File: src/design/npc_pkg.sv
// Shared types, codes and constants of the nearest palette classifier.
package npc_pkg;

  localparam int unsigned DefPaletteDepth = 256;
  localparam int unsigned DefChannelBits  = 8;

  localparam int unsigned CountW     = 9;
  localparam int unsigned ThreshW    = 18;
  localparam int unsigned CfgIndexW  = 2;
  localparam int unsigned CfgDataW   = 18;
  localparam int unsigned ColorW     = 32;
  localparam int unsigned AttrW      = 8;
  localparam int unsigned EntryW     = 8;
  localparam int unsigned NumForest  = 3;

  localparam logic [CountW-1:0]  CountReset  = 9'd21;
  localparam logic               FastReset   = 1'b1;
  localparam logic [ThreshW-1:0] ThreshReset = 18'd66;

  localparam logic [AttrW-1:0] ForestAttr   = 8'd9;
  localparam logic [AttrW-1:0] NoForestAttr = 8'd0;

  localparam logic OP_LOAD     = 1'b0;
  localparam logic OP_CLASSIFY = 1'b1;

  typedef enum logic [CfgIndexW-1:0] {
    REG_PALETTE_COUNT   = 2'd0,
    REG_FAST_MODE       = 2'd1,
    REG_MATCH_THRESHOLD = 2'd2
  } cfg_reg_e;

  typedef enum logic [1:0] {
    ST_IDLE,
    ST_SCAN,
    ST_WAIT,
    ST_HOLD
  } ctrl_state_e;

  typedef struct packed {
    logic write_entry;
    logic start;
    logic issue;
    logic first;
    logic last;
    logic load_out;
  } npc_cmd_t;

  typedef struct packed {
    logic done;
  } npc_stat_t;

  // Forest reference colours in 8-bit units, rescaled to cb bits with rounding.
  function automatic int unsigned forest_level(int unsigned f, int unsigned k,
                                               int unsigned cb);
    int unsigned v;
    v = 0;
    unique case (f)
      0: unique case (k) 0: v = 104; 1: v = 170; 2: v = 99;  default: v = 255; endcase
      1: unique case (k) 0: v = 28;  1: v = 99;  2: v = 48;  default: v = 255; endcase
      default:
         unique case (k) 0: v = 181; 1: v = 201; 2: v = 142; default: v = 255; endcase
    endcase
    return (v * ((1 << cb) - 1) + 127) / 255;
  endfunction

endpackage

File: src/design/npc_ctrl.sv
// Controller: accepts words, sequences the palette or forest scan, owns result valid.
module npc_ctrl import npc_pkg::*; #(
  parameter int unsigned PALETTE_DEPTH = DefPaletteDepth,
  localparam int unsigned AW = (PALETTE_DEPTH > 1) ? $clog2(PALETTE_DEPTH) : 1,
  localparam int unsigned IW = (AW > 2) ? AW : 2
) (
  input  logic              clk_i,
  input  logic              rst_ni,
  input  logic              in_valid_i,
  input  logic              in_operation_i,
  output logic              in_ready_o,
  output logic              out_valid_o,
  input  logic              out_ready_i,
  input  logic [CountW-1:0] palette_count_i,
  input  logic              fast_mode_i,
  input  npc_stat_t         stat_i,
  output npc_cmd_t          cmd_o,
  output logic [IW-1:0]     idx_o
);

  ctrl_state_e       state_q, state_d;
  logic [IW-1:0]     idx_q, idx_d;
  logic [IW-1:0]     last_q, last_d;
  logic              out_valid_q, out_valid_d;
  logic              accept;
  logic              out_free;
  logic [CountW-1:0] eff_count;
  logic [CountW-1:0] last_full;

  assign accept   = in_valid_i & (state_q == ST_IDLE);
  assign out_free = ~out_valid_q | out_ready_i;

  always_comb begin
    if (palette_count_i == '0) begin
      eff_count = CountW'(1);
    end else if (palette_count_i > CountW'(PALETTE_DEPTH)) begin
      eff_count = CountW'(PALETTE_DEPTH);
    end else begin
      eff_count = palette_count_i;
    end
    last_full = eff_count - CountW'(1);
  end

  always_comb begin
    state_d = state_q;
    unique case (state_q)
      ST_IDLE: if (accept && in_operation_i == OP_CLASSIFY) state_d = ST_SCAN;
      ST_SCAN: if (idx_q == last_q) state_d = ST_WAIT;
      ST_WAIT: begin
        if (stat_i.done) state_d = out_free ? ST_IDLE : ST_HOLD;
      end
      ST_HOLD: if (out_free) state_d = ST_IDLE;
      default: state_d = ST_IDLE;
    endcase
  end

  always_comb begin
    cmd_o      = '0;
    in_ready_o = 1'b0;
    idx_d      = idx_q;
    last_d     = last_q;
    unique case (state_q)
      ST_IDLE: begin
        in_ready_o = 1'b1;
        if (accept) begin
          if (in_operation_i == OP_CLASSIFY) begin
            cmd_o.start = 1'b1;
            idx_d       = '0;
            last_d      = fast_mode_i ? IW'(NumForest - 1) : last_full[IW-1:0];
          end else begin
            cmd_o.write_entry = 1'b1;
          end
        end
      end
      ST_SCAN: begin
        cmd_o.issue = 1'b1;
        cmd_o.first = (idx_q == '0);
        cmd_o.last  = (idx_q == last_q);
        idx_d       = idx_q + IW'(1);
      end
      ST_WAIT: cmd_o.load_out = stat_i.done & out_free;
      ST_HOLD: cmd_o.load_out = out_free;
      default: ;
    endcase
  end

  always_comb begin
    if (cmd_o.load_out) begin
      out_valid_d = 1'b1;
    end else if (out_ready_i) begin
      out_valid_d = 1'b0;
    end else begin
      out_valid_d = out_valid_q;
    end
  end

  always_ff @(posedge clk_i or negedge rst_ni) begin
    if (!rst_ni) begin
      state_q     <= ST_IDLE;
      idx_q       <= '0;
      last_q      <= '0;
      out_valid_q <= 1'b0;
    end else begin
      state_q     <= state_d;
      idx_q       <= idx_d;
      last_q      <= last_d;
      out_valid_q <= out_valid_d;
    end
  end

  assign idx_o       = idx_q;
  assign out_valid_o = out_valid_q;

endmodule

File: config.mk
export PLATFORM = sky130hd
export DESIGN_NAME = npc_ctrl
export DESIGN_NICKNAME = d
export VERILOG_FILES = /design/src/design/npc_pkg.sv /design/src/design/npc_ctrl.sv
export SDC_FILE = /design/constraint.sdc
export NUM_CORES = 1
export LEC_CHECK = 0
export BUFFER_PORTS_ARGS = -buffer_cell sky130_fd_sc_hd__clkbuf_2
export CAP_MARGIN = 15
export CORE_MARGIN = 3
export CORE_UTILIZATION = 52
export CTS_BUF_LIST = sky130_fd_sc_hd__clkbuf_16
export DETAILED_ROUTE_END_ITERATION = 10
export PLACE_DENSITY = 0.79
export SKIP_LAST_GASP = 1
export SLEW_MARGIN = 20
export SYNTH_ARGS = -nofsm -noshare
export SYNTH_HDL_FRONTEND = slang
export SYNTH_SLANG_ARGS = --single-unit
File: constraint.sdc
create_clock -name clk_i -period 1.6 [get_ports clk_i]
set_input_delay 0 -clock clk_i [delete_from_list [all_inputs] [get_ports clk_i]]
set_output_delay 0 -clock clk_i [all_outputs]
set_load 0.005 [all_outputs]
==> results.cfg <==
[status]
status = completed

[timing]
hold_viol = 0
max_freq_mhz = 672
worst_slack_ns = 0.113
setup_tns_ns = 0
max_slew.worst_pin.slew_ns = 0.463
finalCritPeriodShare = 0.930
slew_viol_final = 0
finalClockSkew_ns = 0.00363
min_period_ns = 1.49
rsz0062_at_grt = true
relSlewSlack = 0.691
setup_viol = 0

[layout]
finalNonFillerCells = 203
multi_input_area_um2 = 706
drive_gt1_frac = 0.318
n_fill_cell = 166
register_area_um2 = 478
final_cell_mix = 31 x clkbuf_2, 17 x nor2_1, 17 x dfrtp_1, 15 x xnor2_1, 14 x nand2_1
n_antenna_cell = 0
nNetsFinal = 196
final_util = 0.748
final_common_cell = clkbuf_2
area_growth_pct = 27.2

[logic_synthesis]
synthesis.area_um2 = 1220
yosys.area_share.simple = 0.284
syn_inst = 138
synth_edf_count = 0
syn_nets = 157
synth_compound_area_frac = 0.130
ys_ff_latch = 19
synthDistinctLibCells = 38
ys.flop_type = dfrtp_1
synth_top_family_by_area = simple AND/OR/NAND/NOR gates
yosys_warnings = 0
synth_xor_area_frac = 0.107
async_reset_ff_frac = 1.00
synth_area_per_cell_um2 = 8.87
synthAdderAreaFrac = 0.0307
muxShareOfSynthArea = 0.00818
yosysSeqAreaShare = 0.389

[pwr]
p_leak_nw = 0.726
p_sw_frac = 0.374
p_seq_frac = 0.395
combPwrFrac = 0.399
ir_drop_mv = 0.916
power_switching_mw = 0.920
cellInternalPower_mw = 1.54
p_total_mw = 2.46
pwr-share-clk = 0.205
power_density_nw_per_um2 = 1580

[global_route]
grt_pass1_wl_mm = 4.40
grt.met3_usage = 0.0327
grt_pass1_vias = 1037
grt_max_degree = 20
antenna_found_initial = 0
gr-usage-all-layers = 0.204
use_met1 = 0.237
busiest_layer = met2
met2_usage = 0.365
overflow = 0

[floorplanning]
io_pins = 32
start_util = 0.588
dieArea_um2 = 2970
core_um2 = 2080
die_w_um = 54.5
die_y_um = 54.5
row_count = 16

[cts]
root_buffer = clkbuf_16
cts.clk_slew.worst_paths_ns = 0.05
clock_path_buffers = 2
htree_num_levels = 1
clkLatencyLatePin_ns = 0.25
cts_tree = built
numCtsBuffers = 3
clock_sinks = 19

[routing]
first_iter_violations = 28
wl_per_cell_um = 13.6
viasPerCell = 5.63
finalWirelength_mm = 2.75
firstDrtPassIters = 4
num_vias = 1143
route.detailed.drc = 0
ant_nets = 0

[hold_path]
worstHoldPathType = in -> reg

[setup_path]
criticalPathCategory = reg -> out
startpoint_type = flop
cp_data_arrival_time_ns = 1.49
cpPeakStageDelay_ns = 0.44
crit_path_top_delay_cell = dfrtp_2
required_ns = 1.60
worstPathCellList = inv_1 -> ha_1 -> nor4b_2 -> nand2_1 -> nor4_2 -> clkbuf_2
path_max_fanout = 6
worstSetupEndpointType = output pin

[place]
placedCellCount = 197
post-place-ws_ns = -0.115
portBuffers = 31
place_congestion = 0.821
dpl.hpwl_mm = 2.17

[flow_run]
drv_cap = 0
## metal layers
layer | up-vias | wire length (um)
li1 | 559 | -
met4 | 0 | 37
met5 | - | 0
met2 | 29 | 1430
met3 | 5 | 114
met1 | 550 | 1170
## state kept, by name (all words and copies together), names as in the netlist
name and cells:
last_q 8, state_q 2, idx_o 8, out_valid_o 1
## synthesized netlist by cell type, types with 3 or more instances
cell | count | area, um2
nand2_1 | 14 | 52.6
nand3_1 | 3 | 15.0
inv_1 | 5 | 18.8
clkbuf_1 | 3 | 11.3
nor2_1 | 17 | 63.8
a21oi_1 | 3 | 15.0
nor4_1 | 5 | 31.3
nand2b_1 | 5 | 31.3
a211oi_1 | 3 | 22.5
xnor2_1 | 15 | 131
o21ai_0 | 4 | 20.0
dfrtp_1 | 19 | 475
o21ai_1 | 4 | 20.0
nand4_1 | 3 | 18.8
ha_1 | 3 | 37.5
## path summary, 6_finish.rpt
kind | depth (start not counted) | slack (ns) | end | startpoint
setup / recovery | 6 | 0.11 | cmd_o[2] | idx_o[0]$_DFFE_PN0P_
hold / removal | 3 | 0.05 | out_valid_o$_DFFE_PN0P_ | stat_i
setup reg to reg | 5 | 0.16 | last_q[5]$_DFFE_PN0P_ | state_q[0]$_DFFE_PN0P_
hold reg to reg | 2 | 0.52 | last_q[6]$_DFFE_PN0P_ | last_q[6]$_DFFE_PN0P_
max in group asynchronous | 2 | 1.03 | state_q[1]$_DFFE_PN0P_ | rst_ni
min in group asynchronous | 2 | 0.23 | idx_o[6]$_DFFE_PN0P_ | rst_ni
## power by group through the flow
stage               combinational, mW  sequential (mW)  clock (mW)
detailed placement              0.935            0.968           0
floorplan                       0.688            0.878           0
finish                          0.983            0.972       0.505
global route                     1.12            0.997       0.526
global placement                0.907            0.953           0
CTS                             0.949            0.960       0.510
## stage by stage
stage | hold WS [ns] | cell area, um2
2_1_floorplan | -0.296 | 1220
3_3_place_gp | -0.0358 | 1430
3_5_place_dp | -0.0278 | 1430
4_1_cts | 0.0590 | 1530
5_1_grt | 0.0878 | 1560
6_report | 0.0532 | 1560
## cell type report
type / count / share of cell area
Clock buffer: 3 / 0.0482
Clock inverter: 1 / 0.00241
Inverter: 6 / 0.0161
Tap cell: 27 / 0.0217
Timing Repair Buffer: 41 / 0.151
Multi-Input combinational cell: 106 / 0.453
Sequential cell: 19 / 0.307
## what timing repair did
item / CTS / global route
gates resized for setup: 0 / 7
hold buffers: 2 / 0
endpoints found under the hold margin: 20 / 0
setup buffers: 0 / 0
endpoints found under the setup margin: 0 / 4
## cell families after synthesis
kind of cell,Yosys count
AOI/OAI and AO/OA,24
muxes,1
buffers and inverters,13
xor gates and xnor gates,15
adders and majority gates,3
DFF,19
and+or+nand+nor,63
## critical path, delay by kind of cell (launching register included)
family / cells / cell delay [ns]
DFF: 1 / 0.44
and+or+nand+nor: 3 / 0.42
buffers and inverters: 2 / 0.24
adders and majority gates: 1 / 0.14
(Power assumes the default switching activity.)
